### config.mk
export PLATFORM = sky130hd
export DESIGN_NAME = multilevel_feedback_scheduler_flat
export DESIGN_NICKNAME = d
export VERILOG_FILES = /design/src/design/mfs_pkg.sv /design/src/design/mfs_req_if.sv /design/src/design/mfs_res_if.sv /design/src/design/mfs_store.sv /design/src/design/multilevel_feedback_scheduler.sv /design/src/flat_wrapper.sv
export VERILOG_INCLUDE_DIRS = /design/src /design/src/design
export SDC_FILE = /design/constraint.sdc
export NUM_CORES = 2
export LEC_CHECK = 0
export BUFFER_PORTS_ARGS = -buffer_cell sky130_fd_sc_hd__buf_2
export CORE_UTILIZATION = 40
export CTS_CLUSTER_DIAMETER = 50
export DETAILED_ROUTE_END_ITERATION = 8
export PLACE_DENSITY = 0.58
export SLEW_MARGIN = 20
export SYNTH_ARGS = -nofsm -noshare
export SYNTH_HDL_FRONTEND = slang
export SYNTH_SLANG_ARGS = --single-unit
### constraint.sdc
create_clock -name clk_i -period 8.4 [get_ports clk_i]
set_input_delay 1.26 -clock clk_i [delete_from_list [all_inputs] [get_ports clk_i]]
set_output_delay 1.26 -clock clk_i [all_outputs]
set_load 0.01 [all_outputs]
### src/design/multilevel_feedback_scheduler_assert.svh
// Assertion macros for the feedback scheduler.
`ifndef MULTILEVEL_FEEDBACK_SCHEDULER_ASSERT_SVH
`define MULTILEVEL_FEEDBACK_SCHEDULER_ASSERT_SVH
`ifndef ASSERT_OFF
// checked only outside reset
`define MFS_ASSERT(label, clk, rst_n, prop, msg) \
  label: assert property (@(posedge clk) disable iff (!rst_n) prop) else $error(msg);
// checked at every edge, reset included
`define MFS_ASSERT_NR(label, clk, prop, msg) \
  label: assert property (@(posedge clk) prop) else $error(msg);
`else
`define MFS_ASSERT(label, clk, rst_n, prop, msg)
`define MFS_ASSERT_NR(label, clk, prop, msg)
`endif
`endif

### src/design/mfs_pkg.sv
package mfs_pkg;

  localparam int unsigned TW        = 16;
  localparam int unsigned ID_W      = 4;
  localparam int unsigned CFG_IDX_W = 1;

  localparam logic [CFG_IDX_W-1:0] REG_QUANTUM1 = 1'b0;
  localparam logic [CFG_IDX_W-1:0] REG_QUANTUM2 = 1'b1;

  localparam logic [TW-1:0] QUANTUM1_RST = 16'd4;
  localparam logic [TW-1:0] QUANTUM2_RST = 16'd8;

  localparam logic REQ_ARRIVAL = 1'b0;
  localparam logic REQ_TICK    = 1'b1;

  localparam logic RES_DONE   = 1'b0;
  localparam logic RES_REJECT = 1'b1;

  // larger than any remaining time, so the first scanned entry always wins
  localparam logic [TW:0] SCAN_BEST_INIT = {(TW+1){1'b1}};

  typedef enum logic [1:0] {
    ST_L1,
    ST_L2,
    ST_POOL
  } store_e;

  typedef enum logic [1:0] {
    LVL_NONE,
    LVL_1,
    LVL_2,
    LVL_3
  } level_e;

  typedef struct packed {
    logic [ID_W-1:0] id;
    logic [TW-1:0]   arrival;
    logic [TW-1:0]   burst;
    logic [TW-1:0]   left;
  } job_t;

  typedef struct packed {
    logic   we;
    store_e wsel;
    store_e rsel;
  } mem_ctl_t;

endpackage

### src/design/mfs_req_if.sv
interface mfs_req_if;
  import mfs_pkg::*;
  logic            valid;
  logic            ready;
  logic            req_type;
  logic [ID_W-1:0] job_id;
  logic [TW-1:0]   burst_length;

  modport source (output valid, req_type, job_id, burst_length, input ready);
  modport sink   (input valid, req_type, job_id, burst_length, output ready);
endinterface

### src/design/mfs_res_if.sv
interface mfs_res_if;
  import mfs_pkg::*;
  logic            valid;
  logic            ready;
  logic            result_kind;
  logic [ID_W-1:0] done_id;
  logic [TW-1:0]   waiting_ticks;
  logic [TW-1:0]   turnaround_ticks;

  modport source (output valid, result_kind, done_id, waiting_ticks, turnaround_ticks,
                  input ready);
  modport sink   (input valid, result_kind, done_id, waiting_ticks, turnaround_ticks,
                  output ready);
endinterface

### src/design/mfs_store.sv
module mfs_store #(
  parameter int unsigned MAX_JOBS = 16
) (
  input  logic                        clk_i,
  input  mfs_pkg::mem_ctl_t           ctl_i,
  input  logic [$clog2(MAX_JOBS)-1:0] widx_i,
  input  mfs_pkg::job_t               wdata_i,
  input  logic [$clog2(MAX_JOBS)-1:0] ridx_i,
  output mfs_pkg::job_t               rdata_o
);
  import mfs_pkg::*;

  localparam int unsigned IDXW  = $clog2(MAX_JOBS);
  localparam int unsigned DEPTH = 3 * MAX_JOBS;
  localparam int unsigned AW    = $clog2(DEPTH);

  // three stores side by side: level 1, level 2, pool
  function automatic logic [AW-1:0] addr_of(store_e s, logic [IDXW-1:0] i);
    logic [AW-1:0] base;
    unique case (s)
      ST_L2:   base = AW'(MAX_JOBS);
      ST_POOL: base = AW'(2 * MAX_JOBS);
      default: base = '0;
    endcase
    return base + AW'(i);
  endfunction

  job_t mem [DEPTH];
  job_t rdata_q;

  always_ff @(posedge clk_i) begin
    if (ctl_i.we) begin
      mem[addr_of(ctl_i.wsel, widx_i)] <= wdata_i;
    end
    rdata_q <= mem[addr_of(ctl_i.rsel, ridx_i)];
  end

  assign rdata_o = rdata_q;

endmodule

### src/design/multilevel_feedback_scheduler.sv
// Arrival: written to level 1 when accepted; a rejected arrival is reported via S_FINISH.
// Tick: levels 1 and 2 pass through S_TICK, a demotion and S_SEL where due, a data
// state and S_FINISH; a pool selection scans one pool entry per cycle through the
// single store read port, and a pool completion shifts each later entry down.
// Reset: all queues empty, quanta 4 and 8, time zero; store contents stay
// undefined and need no clearing pass.
module multilevel_feedback_scheduler #(
  parameter int unsigned MAX_JOBS = 16
) (
  input  logic                              clk_i,
  input  logic                              rst_ni,
  mfs_req_if.sink                           req_i,
  mfs_res_if.source                         res_o,
  input  logic                              cfg_we_i,
  input  logic [mfs_pkg::CFG_IDX_W-1:0]     cfg_idx_i,
  input  logic [mfs_pkg::TW-1:0]            cfg_wdata_i
);
  import mfs_pkg::*;

  `include "multilevel_feedback_scheduler_assert.svh"

  localparam int unsigned IDXW = $clog2(MAX_JOBS);
  localparam int unsigned CW   = $clog2(MAX_JOBS + 1);

  typedef enum logic [3:0] {
    S_IDLE,
    S_TICK,
    S_DEM_DATA,
    S_SEL,
    S_START_DATA,
    S_RUN_DATA,
    S_POOL_DATA,
    S_SCAN,
    S_SJF,
    S_SH_RD,
    S_SH_WR,
    S_FINISH
  } state_e;

  function automatic logic [IDXW-1:0] wrap_idx(logic [IDXW-1:0] h, logic [CW-1:0] c);
    logic [CW:0] s;
    s = (CW+1)'(h) + (CW+1)'(c);
    if (s >= (CW+1)'(MAX_JOBS)) s = s - (CW+1)'(MAX_JOBS);
    return s[IDXW-1:0];
  endfunction

  function automatic logic [IDXW-1:0] next_idx(logic [IDXW-1:0] h);
    return (h == IDXW'(MAX_JOBS - 1)) ? '0 : h + 1'b1;
  endfunction

  state_e          state_q, state_d;
  logic [TW-1:0]   time_q, time_d;
  logic [TW-1:0]   slice_q, slice_d;
  level_e          level_q, level_d;
  logic            dem_q, dem_d;
  logic [IDXW-1:0] chosen_q, chosen_d;
  logic [IDXW-1:0] head0_q, head0_d, head1_q, head1_d;
  logic [CW-1:0]   cnt0_q, cnt0_d, cnt1_q, cnt1_d, pcnt_q, pcnt_d;
  logic [IDXW-1:0] scan_q, scan_d;
  logic [TW:0]     best_q, best_d;
  job_t            best_job_q, best_job_d;
  logic [IDXW-1:0] sh_q, sh_d;
  logic            w_q, w_d;
  logic [TW-1:0]   q1_q, q1_d, q2_q, q2_d;
  logic            res_pend_q, res_pend_d;
  logic            res_kind_q, res_kind_d;
  logic [ID_W-1:0] res_id_q, res_id_d;
  logic [TW-1:0]   res_wait_q, res_wait_d, res_ta_q, res_ta_d;
  logic            out_valid_q, out_valid_d;
  logic            out_kind_q, out_kind_d;
  logic [ID_W-1:0] out_id_q, out_id_d;
  logic [TW-1:0]   out_wait_q, out_wait_d, out_ta_q, out_ta_d;

  mem_ctl_t        ctl;
  logic [IDXW-1:0] widx, ridx;
  job_t            wdata, rdata;

  job_t            cur_job, wb_job;
  logic [TW-1:0]   cur_left, rep_ta, rep_wait, qw;
  logic [CW+1:0]   total;
  logic [CW-1:0]   pcnt_m1, sh_p1;
  logic [IDXW-1:0] front_w, tail0, tail1;
  store_e          sel_w;

  mfs_store #(
    .MAX_JOBS (MAX_JOBS)
  ) u_store (
    .clk_i   (clk_i),
    .ctl_i   (ctl),
    .widx_i  (widx),
    .wdata_i (wdata),
    .ridx_i  (ridx),
    .rdata_o (rdata)
  );

  assign cur_job  = (state_q == S_SJF) ? best_job_q : rdata;
  assign cur_left = cur_job.left - 1'b1;
  assign rep_ta   = time_q - cur_job.arrival;
  assign rep_wait = rep_ta - cur_job.burst;
  assign qw       = w_q ? q2_q : q1_q;
  assign front_w  = w_q ? head1_q : head0_q;
  assign sel_w    = w_q ? ST_L2 : ST_L1;
  assign tail0    = wrap_idx(head0_q, cnt0_q);
  assign tail1    = wrap_idx(head1_q, cnt1_q);
  assign total    = (CW+2)'(cnt0_q) + (CW+2)'(cnt1_q) + (CW+2)'(pcnt_q);
  assign pcnt_m1  = pcnt_q - 1'b1;
  assign sh_p1    = CW'(sh_q) + 1'b1;

  always_comb begin
    wb_job      = cur_job;
    wb_job.left = cur_left;
  end

  assign req_i.ready            = (state_q == S_IDLE);
  assign res_o.valid            = out_valid_q;
  assign res_o.result_kind      = out_kind_q;
  assign res_o.done_id          = out_id_q;
  assign res_o.waiting_ticks    = out_wait_q;
  assign res_o.turnaround_ticks = out_ta_q;

  always_comb begin
    state_d     = state_q;
    time_d      = time_q;
    slice_d     = slice_q;
    level_d     = level_q;
    dem_d       = dem_q;
    chosen_d    = chosen_q;
    head0_d     = head0_q;
    head1_d     = head1_q;
    cnt0_d      = cnt0_q;
    cnt1_d      = cnt1_q;
    pcnt_d      = pcnt_q;
    scan_d      = scan_q;
    best_d      = best_q;
    best_job_d  = best_job_q;
    sh_d        = sh_q;
    w_d         = w_q;
    q1_d        = q1_q;
    q2_d        = q2_q;
    res_pend_d  = res_pend_q;
    res_kind_d  = res_kind_q;
    res_id_d    = res_id_q;
    res_wait_d  = res_wait_q;
    res_ta_d    = res_ta_q;
    out_valid_d = out_valid_q;
    out_kind_d  = out_kind_q;
    out_id_d    = out_id_q;
    out_wait_d  = out_wait_q;
    out_ta_d    = out_ta_q;
    ctl         = '{we: 1'b0, wsel: ST_L1, rsel: ST_L1};
    widx        = '0;
    ridx        = '0;
    wdata       = wb_job;

    if (cfg_we_i) begin
      if (cfg_idx_i == REG_QUANTUM1) q1_d = cfg_wdata_i;
      if (cfg_idx_i == REG_QUANTUM2) q2_d = cfg_wdata_i;
    end

    if (out_valid_q && res_o.ready) out_valid_d = 1'b0;

    unique case (state_q)
      S_IDLE: begin
        if (req_i.valid) begin
          if (req_i.req_type == REQ_TICK) begin
            time_d  = time_q + 1'b1;
            state_d = S_TICK;
          end else if (total >= (CW+2)'(MAX_JOBS)) begin
            res_pend_d = 1'b1;
            res_kind_d = RES_REJECT;
            res_id_d   = req_i.job_id;
            res_wait_d = '0;
            res_ta_d   = '0;
            state_d    = S_FINISH;
          end else begin
            ctl.we   = 1'b1;
            ctl.wsel = ST_L1;
            widx     = tail0;
            wdata    = '{id: req_i.job_id, arrival: time_q,
                         burst: req_i.burst_length, left: req_i.burst_length};
            cnt0_d   = cnt0_q + 1'b1;
          end
        end
      end

      S_TICK: begin
        if (slice_q != '0) begin
          slice_d = slice_q - 1'b1;
          if (slice_q == TW'(1)) dem_d = 1'b1;
          priority if ((level_q == LVL_1 && cnt0_q != '0) ||
                       (level_q == LVL_2 && cnt1_q != '0)) begin
            w_d      = (level_q == LVL_2);
            ctl.rsel = (level_q == LVL_2) ? ST_L2 : ST_L1;
            ridx     = (level_q == LVL_2) ? head1_q : head0_q;
            state_d  = S_RUN_DATA;
          end else if (level_q == LVL_3) begin
            dem_d = 1'b0;
            if (CW'(chosen_q) < pcnt_q) begin
              ctl.rsel = ST_POOL;
              ridx     = chosen_q;
              state_d  = S_POOL_DATA;
            end else begin
              state_d = S_FINISH;
            end
          end else begin
            state_d = S_FINISH;
          end
        end else begin
          priority if (dem_q && level_q == LVL_1 && cnt0_q != '0) begin
            ctl.rsel = ST_L1;
            ridx     = head0_q;
            state_d  = S_DEM_DATA;
          end else if (dem_q && level_q == LVL_2 && cnt1_q != '0) begin
            ctl.rsel = ST_L2;
            ridx     = head1_q;
            state_d  = S_DEM_DATA;
          end else begin
            dem_d   = 1'b0;
            state_d = S_SEL;
          end
        end
      end

      S_DEM_DATA: begin
        ctl.we = 1'b1;
        wdata  = rdata;
        if (level_q == LVL_1) begin
          ctl.wsel = ST_L2;
          widx     = tail1;
          cnt1_d   = cnt1_q + 1'b1;
          head0_d  = next_idx(head0_q);
          cnt0_d   = cnt0_q - 1'b1;
        end else begin
          ctl.wsel = ST_POOL;
          widx     = pcnt_q[IDXW-1:0];
          pcnt_d   = pcnt_q + 1'b1;
          head1_d  = next_idx(head1_q);
          cnt1_d   = cnt1_q - 1'b1;
        end
        dem_d   = 1'b0;
        state_d = S_SEL;
      end

      S_SEL: begin
        priority if (cnt0_q != '0) begin
          w_d      = 1'b0;
          ctl.rsel = ST_L1;
          ridx     = head0_q;
          state_d  = S_START_DATA;
        end else if (cnt1_q != '0) begin
          w_d      = 1'b1;
          ctl.rsel = ST_L2;
          ridx     = head1_q;
          state_d  = S_START_DATA;
        end else if (pcnt_q != '0) begin
          // scan from the newest entry down so ties settle on the oldest
          scan_d   = pcnt_m1[IDXW-1:0];
          best_d   = SCAN_BEST_INIT;
          ctl.rsel = ST_POOL;
          ridx     = pcnt_m1[IDXW-1:0];
          state_d  = S_SCAN;
        end else begin
          state_d = S_FINISH;
        end
      end

      S_START_DATA, S_RUN_DATA: begin
        if (state_q == S_START_DATA) begin
          level_d = w_q ? LVL_2 : LVL_1;
          slice_d = qw - 1'b1;
        end
        if (cur_left == '0) begin
          slice_d    = qw;
          if (state_q == S_RUN_DATA) dem_d = 1'b0;
          res_pend_d = 1'b1;
          res_kind_d = RES_DONE;
          res_id_d   = cur_job.id;
          res_wait_d = rep_wait;
          res_ta_d   = rep_ta;
          if (w_q) begin
            head1_d = next_idx(head1_q);
            cnt1_d  = cnt1_q - 1'b1;
          end else begin
            head0_d = next_idx(head0_q);
            cnt0_d  = cnt0_q - 1'b1;
          end
        end else begin
          ctl.we   = 1'b1;
          ctl.wsel = sel_w;
          widx     = front_w;
        end
        state_d = S_FINISH;
      end

      S_POOL_DATA, S_SJF: begin
        if (state_q == S_SJF) begin
          level_d = LVL_3;
          slice_d = cur_left;
        end
        if (cur_left == '0) begin
          res_pend_d = 1'b1;
          res_kind_d = RES_DONE;
          res_id_d   = cur_job.id;
          res_wait_d = rep_wait;
          res_ta_d   = rep_ta;
          sh_d       = chosen_q;
          state_d    = S_SH_RD;
        end else begin
          ctl.we   = 1'b1;
          ctl.wsel = ST_POOL;
          widx     = chosen_q;
          state_d  = S_FINISH;
        end
      end

      S_SCAN: begin
        if ({1'b0, rdata.left} <= best_q) begin
          best_d     = {1'b0, rdata.left};
          chosen_d   = scan_q;
          best_job_d = rdata;
        end
        if (scan_q == '0) begin
          state_d = S_SJF;
        end else begin
          scan_d   = scan_q - 1'b1;
          ctl.rsel = ST_POOL;
          ridx     = scan_q - 1'b1;
        end
      end

      S_SH_RD: begin
        if (sh_p1 < pcnt_q) begin
          ctl.rsel = ST_POOL;
          ridx     = sh_p1[IDXW-1:0];
          state_d  = S_SH_WR;
        end else begin
          pcnt_d  = pcnt_q - 1'b1;
          state_d = S_FINISH;
        end
      end

      S_SH_WR: begin
        ctl.we   = 1'b1;
        ctl.wsel = ST_POOL;
        widx     = sh_q;
        wdata    = rdata;
        sh_d     = sh_p1[IDXW-1:0];
        state_d  = S_SH_RD;
      end

      S_FINISH: begin
        // a level that ran dry gives up the rest of its slice
        if (slice_q != '0 && ((level_q == LVL_1 && cnt0_q == '0) ||
                              (level_q == LVL_2 && cnt1_q == '0))) begin
          slice_d = '0;
        end
        if (!res_pend_q) begin
          state_d = S_IDLE;
        end else if (!out_valid_q || res_o.ready) begin
          out_valid_d = 1'b1;
          out_kind_d  = res_kind_q;
          out_id_d    = res_id_q;
          out_wait_d  = res_wait_q;
          out_ta_d    = res_ta_q;
          res_pend_d  = 1'b0;
          state_d     = S_IDLE;
        end
      end

      default: state_d = S_IDLE;
    endcase
  end

  always_ff @(posedge clk_i or negedge rst_ni) begin
    if (!rst_ni) begin
      state_q     <= S_IDLE;
      time_q      <= '0;
      slice_q     <= '0;
      level_q     <= LVL_NONE;
      dem_q       <= 1'b0;
      chosen_q    <= '0;
      head0_q     <= '0;
      head1_q     <= '0;
      cnt0_q      <= '0;
      cnt1_q      <= '0;
      pcnt_q      <= '0;
      scan_q      <= '0;
      best_q      <= SCAN_BEST_INIT;
      best_job_q  <= '0;
      sh_q        <= '0;
      w_q         <= 1'b0;
      q1_q        <= QUANTUM1_RST;
      q2_q        <= QUANTUM2_RST;
      res_pend_q  <= 1'b0;
      res_kind_q  <= RES_DONE;
      res_id_q    <= '0;
      res_wait_q  <= '0;
      res_ta_q    <= '0;
      out_valid_q <= 1'b0;
      out_kind_q  <= RES_DONE;
      out_id_q    <= '0;
      out_wait_q  <= '0;
      out_ta_q    <= '0;
    end else begin
      state_q     <= state_d;
      time_q      <= time_d;
      slice_q     <= slice_d;
      level_q     <= level_d;
      dem_q       <= dem_d;
      chosen_q    <= chosen_d;
      head0_q     <= head0_d;
      head1_q     <= head1_d;
      cnt0_q      <= cnt0_d;
      cnt1_q      <= cnt1_d;
      pcnt_q      <= pcnt_d;
      scan_q      <= scan_d;
      best_q      <= best_d;
      best_job_q  <= best_job_d;
      sh_q        <= sh_d;
      w_q         <= w_d;
      q1_q        <= q1_d;
      q2_q        <= q2_d;
      res_pend_q  <= res_pend_d;
      res_kind_q  <= res_kind_d;
      res_id_q    <= res_id_d;
      res_wait_q  <= res_wait_d;
      res_ta_q    <= res_ta_d;
      out_valid_q <= out_valid_d;
      out_kind_q  <= out_kind_d;
      out_id_q    <= out_id_d;
      out_wait_q  <= out_wait_d;
      out_ta_q    <= out_ta_d;
    end
  end

  `MFS_ASSERT(a_store_bound, clk_i, rst_ni, (32'(cnt0_q) + 32'(cnt1_q) + 32'(pcnt_q)) <= 32'(MAX_JOBS), "store occupancy above capacity")
  `MFS_ASSERT(a_l1_slice, clk_i, rst_ni, (state_q == S_IDLE && slice_q != '0 && level_q == LVL_1) |-> cnt0_q != '0, "level 1 slice open with empty FIFO")
  `MFS_ASSERT(a_pool_slot, clk_i, rst_ni, (state_q == S_IDLE && slice_q != '0 && level_q == LVL_3) |-> 32'(chosen_q) < 32'(pcnt_q), "running pool slot not valid")

endmodule
### src/flat_wrapper.sv
// flat-port wrapper written by rule: the top's interface ports become plain ports
module multilevel_feedback_scheduler_flat import mfs_pkg::*;
#(
  parameter int unsigned MAX_JOBS = 16
)
  (clk_i, rst_ni, cfg_we_i, cfg_idx_i, cfg_wdata_i, req_i_valid, req_i_req_type, req_i_job_id, req_i_burst_length, req_i_ready, res_o_valid, res_o_result_kind, res_o_done_id, res_o_waiting_ticks, res_o_turnaround_ticks, res_o_ready);
  mfs_req_if req_i_i ();
  mfs_res_if res_o_i ();
  input  logic clk_i;
  input  logic rst_ni;
  input  logic cfg_we_i;
  input  logic [mfs_pkg::CFG_IDX_W-1:0] cfg_idx_i;
  input  logic [mfs_pkg::TW-1:0] cfg_wdata_i;
  input wire logic [$bits(req_i_i.valid)-1:0] req_i_valid;
  input wire logic [$bits(req_i_i.req_type)-1:0] req_i_req_type;
  input wire logic [$bits(req_i_i.job_id)-1:0] req_i_job_id;
  input wire logic [$bits(req_i_i.burst_length)-1:0] req_i_burst_length;
  output wire logic [$bits(req_i_i.ready)-1:0] req_i_ready;
  output wire logic [$bits(res_o_i.valid)-1:0] res_o_valid;
  output wire logic [$bits(res_o_i.result_kind)-1:0] res_o_result_kind;
  output wire logic [$bits(res_o_i.done_id)-1:0] res_o_done_id;
  output wire logic [$bits(res_o_i.waiting_ticks)-1:0] res_o_waiting_ticks;
  output wire logic [$bits(res_o_i.turnaround_ticks)-1:0] res_o_turnaround_ticks;
  input wire logic [$bits(res_o_i.ready)-1:0] res_o_ready;
  assign req_i_i.valid = req_i_valid;
  assign req_i_i.req_type = req_i_req_type;
  assign req_i_i.job_id = req_i_job_id;
  assign req_i_i.burst_length = req_i_burst_length;
  assign req_i_ready = req_i_i.ready;
  assign res_o_valid = res_o_i.valid;
  assign res_o_result_kind = res_o_i.result_kind;
  assign res_o_done_id = res_o_i.done_id;
  assign res_o_waiting_ticks = res_o_i.waiting_ticks;
  assign res_o_turnaround_ticks = res_o_i.turnaround_ticks;
  assign res_o_i.ready = res_o_ready;
  multilevel_feedback_scheduler #(.MAX_JOBS(MAX_JOBS)) u_core (.clk_i(clk_i), .rst_ni(rst_ni), .req_i(req_i_i), .res_o(res_o_i), .cfg_we_i(cfg_we_i), .cfg_idx_i(cfg_idx_i), .cfg_wdata_i(cfg_wdata_i));
endmodule
==> run_results.csv <==
group,metric,value,unit
run_status,status,"finished, final reports clean",
worst_setup_path,crit_path_start,"u_core.state_q[2]",
final_layout,nNetsFinal,8200,
logic_synthesis,yosysWarningCount,0,
final_layout,drive_gt1_frac,0.161,
final_layout,fill_cells,24700,
detailed_routing,wl,319000,um
logic_synthesis,yosysMostFrequentCell,"edfxtp_1",
worst_setup_path,crit_family,"simple AND/OR/NAND/NOR gates",
logic_synthesis,synth.avg_cell_area,14.6,um^2
clock_tree,cts_max_path_buffers,4,
worst_setup_path,cp.arrival,7.81,ns
logic_synthesis,synth_edf_count,2496,
pwr,p_per_area,450,nW/um^2
clock_tree,clkSinkCount,2800,
detailed_routing,num_vias,69200,
worst_setup_path,crit_buf_inv,2,
timing,relSlewSlack,0.192,
pwr,p_leak,45.2,nW
logic_synthesis,synthFlopType,"edfxtp_1",
timing,slew_viol_final,0,
floorplan,io_pins,82,
grt,grt_start_max_net_pins,173,
detailed_routing,ant_nets,0,
logic_synthesis,async_reset_ff_frac,0.0900,
timing,hold_viol,0,
worst_setup_path,cp_slowest_cell,"or4b_4",
timing,fin_crit_sh,0.864,
clock_tree,cts-root-buf,"clkbuf_16",
detailed_routing,vias_per_cell,5.73,
pwr,vdd_drop_max,0.555,mV
clock_tree,cts_made_buffers,337,
worst_setup_path,worstPathCellList,"buf_4, or4b_4, mux2i_1, ha_1, nor4b_1, nor3b_1, o211ai_1, mux4_2, nand4b_2, or4_1, a21oi_1, ha_1, nand2_1, nor2_4, buf_4",
worst_hold_path,hp-class,"in -> async",
logic_synthesis,yosys.area.top_type,"edfxtp_1",
grt,grtUsageTotal,0.216,
clock_tree,htree_levels,5,
logic_synthesis,seq_area_frac_synth,0.715,
detailed_routing,wl_per_cell,26.4,um
worst_setup_path,worst_setup_path_start_kind,"flop",
placed_design,hpwlAfterDp,191000,um
worst_setup_path,worstSetupPathType,"reg -> reg",
floorplan,die_h,538,um
clock_tree,cts_tree,"built",
logic_synthesis,synth-seq-cells,2800,
logic_synthesis,synthCells,7905,
floorplan,start_util,0.403,
floorplan,dieWidth,538,um
grt,grt-ovfl-total,0,
worst_setup_path,r2r-start,"u_core.state_q[2]",
clock_tree,cts.clk_slew.worst_paths,0.06,ns
timing,max_freq,138,MHz
grt,grt_pass1_wl,469000,um
logic_synthesis,syn_area,115000,um^2
floorplan,die_area,290000,um^2
detailed_routing,drt_iter0_drc,7511,
detailed_routing,drtPass1Iterations,8,
final_layout,syn2layout_area_growth,14.3,%
worst_setup_path,crit_fanout,29,
timing,timing.hold.ws,0.377,ns
logic_synthesis,synth_commonest_cells,"edfxtp_1 (2,496), nand2_1 (1,784), nand3_1 (444), clkbuf_1 (260), mux2i_1 (236)",
grt,grt_pass1_vias,67400,
logic_synthesis,syn_nets,8043,
timing,rsz0062_at_grt,"false",
placed_design,port_buffers,81,
placed_design,gp_congestion,0.906,
timing,clock_skew,0.0860,ns
floorplan,coreArea,286000,um^2
detailed_routing,drc,0,
grt,antenna_found_initial,12,
clock_tree,ctsHoldBuffers,0,
timing,worstMarginPinSlew,1.20,ns
flow_run,cap_violations,0,
timing,fin_crit,7.26,ns
logic_synthesis,ys_top_cells_by_area,"edfxtp_1 (65%), nand2_1 (5.8%), dfrtp_1 (5.1%)",
timing,fin_setup_tns,0,ns
clock_tree,cts_setup_buffers,0,
logic_synthesis,yosysTopAreaCellShare,0.651,
worst_setup_path,crit_path_max_incr_delay,0.81,ns
clock_tree,cts.repair.resized,0,
timing,setup_violations,0,
worst_setup_path,critPathRequiredTime,8.95,ns
worst_setup_path,endpoint_kind,"flop",
floorplan,rows,196,
logic_synthesis,synth.distinct_cells,114,
clock_tree,worstSkewPairLatency,0.96,ns
-- kinds of logic after synthesis --
logic type / share of synthesized area
XOR/XNOR: 0.00753
AND/OR/NAND/NOR: 0.111
buffers and inverters: 0.0225
multiplexers: 0.0722
AO/OA/AOI/OAI: 0.0611
flip-flops: 0.715
adder cells (fa/ha/maj): 0.0108
-- per-stage QoR --
step | worst slack [ns] | std cells | instance area, um^2 | util | power, W
finish | 1.14 | 12100 | 132000 | 0.460 | 0.0592
CTS | 1.29 | 12100 | 132000 | 0.460 | 0.0592
floorplan | 0.422 | 7905 | 115000 | - | 0.0353
global placement | 1.33 | 11500 | 121000 | 0.423 | 0.0450
global route | 0.863 | 12100 | 132000 | 0.460 | 0.0616
detailed placement | 1.27 | 11500 | 121000 | 0.423 | 0.0454
-- flip-flops by register name (all words and copies together) (netlist names), 17 cells and up --
register	cells
u_core.best_job_q	52
u_core.best_q	17
u_core.u_store.mem	2496
u_core.u_store.rdata_o	52
-- layout make-up --
cell class / count / area [um^2] / area share
tap: 3762 / 4710 / 0.0358
inverter: 68 / 255 / 0.00194
antenna: 6 / 15.0 / 0.000114
sequential: 2800 / 82300 / 0.626
timing repair buffer: 296 / 2500 / 0.0190
clock buffer: 415 / 8910 / 0.0677
clock inverter: 175 / 1620 / 0.0123
multi-input combinational: 4559 / 31200 / 0.237
-- power by group --
part	internal [W]	switching, W	leakage, nW
clock	0.00823	0.00565	5.11
sequential	0.0208	0.000912	26.2
combinational	0.00656	0.0170	14.0
-- placed cells by master, fill, tap and decap left out, drive strengths merged, types with 88 or more instances in the layout --
| cell type | netlist | final |
|---|---|---|
| and3 | 170 | 170 |
| mux2i | 238 | 238 |
| buf | 218 | 296 |
| edfxtp | 2496 | 2496 |
| a21oi | 150 | 150 |
| a32oi | 158 | 158 |
| dfrtp | 233 | 233 |
| o21ai | 120 | 120 |
| nand2 | 1787 | 1787 |
| nor2 | 175 | 175 |
| mux4 | 197 | 197 |
| mux2 | 131 | 131 |
| a31oi | 120 | 120 |
| ha | 88 | 88 |
| clkbuf | 260 | 415 |
| inv | 68 | 93 |
| clkinv | 0 | 105 |
| nand3 | 446 | 446 |
-- final timing paths --
check,endpoint,slack [ns],depth (start not counted)
worst min register to register,u_core.res_o.waiting_ticks[3],0.47,2
min in group clk_i,u_core.res_o.waiting_ticks[3],0.47,2
worst max-delay path,u_core.u_store.mem[8][43],1.14,15
max in group asynchronous,u_core.q2_q[0],6.61,2
worst min-delay path,u_core.res_o.turnaround_ticks[8],0.38,1
worst max register to register,u_core.u_store.mem[8][43],1.14,15
-- layer usage --
layer | part of all wire | global-route usage | up-vias | wire length [um]
met5 | 0.000075 | 0 | - | 24
met4 | 0.025 | 0.0582 | 4 | 8100
met3 | 0.074 | 0.0359 | 499 | 23800
met2 | 0.46 | 0.338 | 2711 | 148000
met1 | 0.44 | 0.312 | 35500 | 139000
li1 | - | - | 30400 | -
Note: power is estimated with default switching activity, not from simulation.
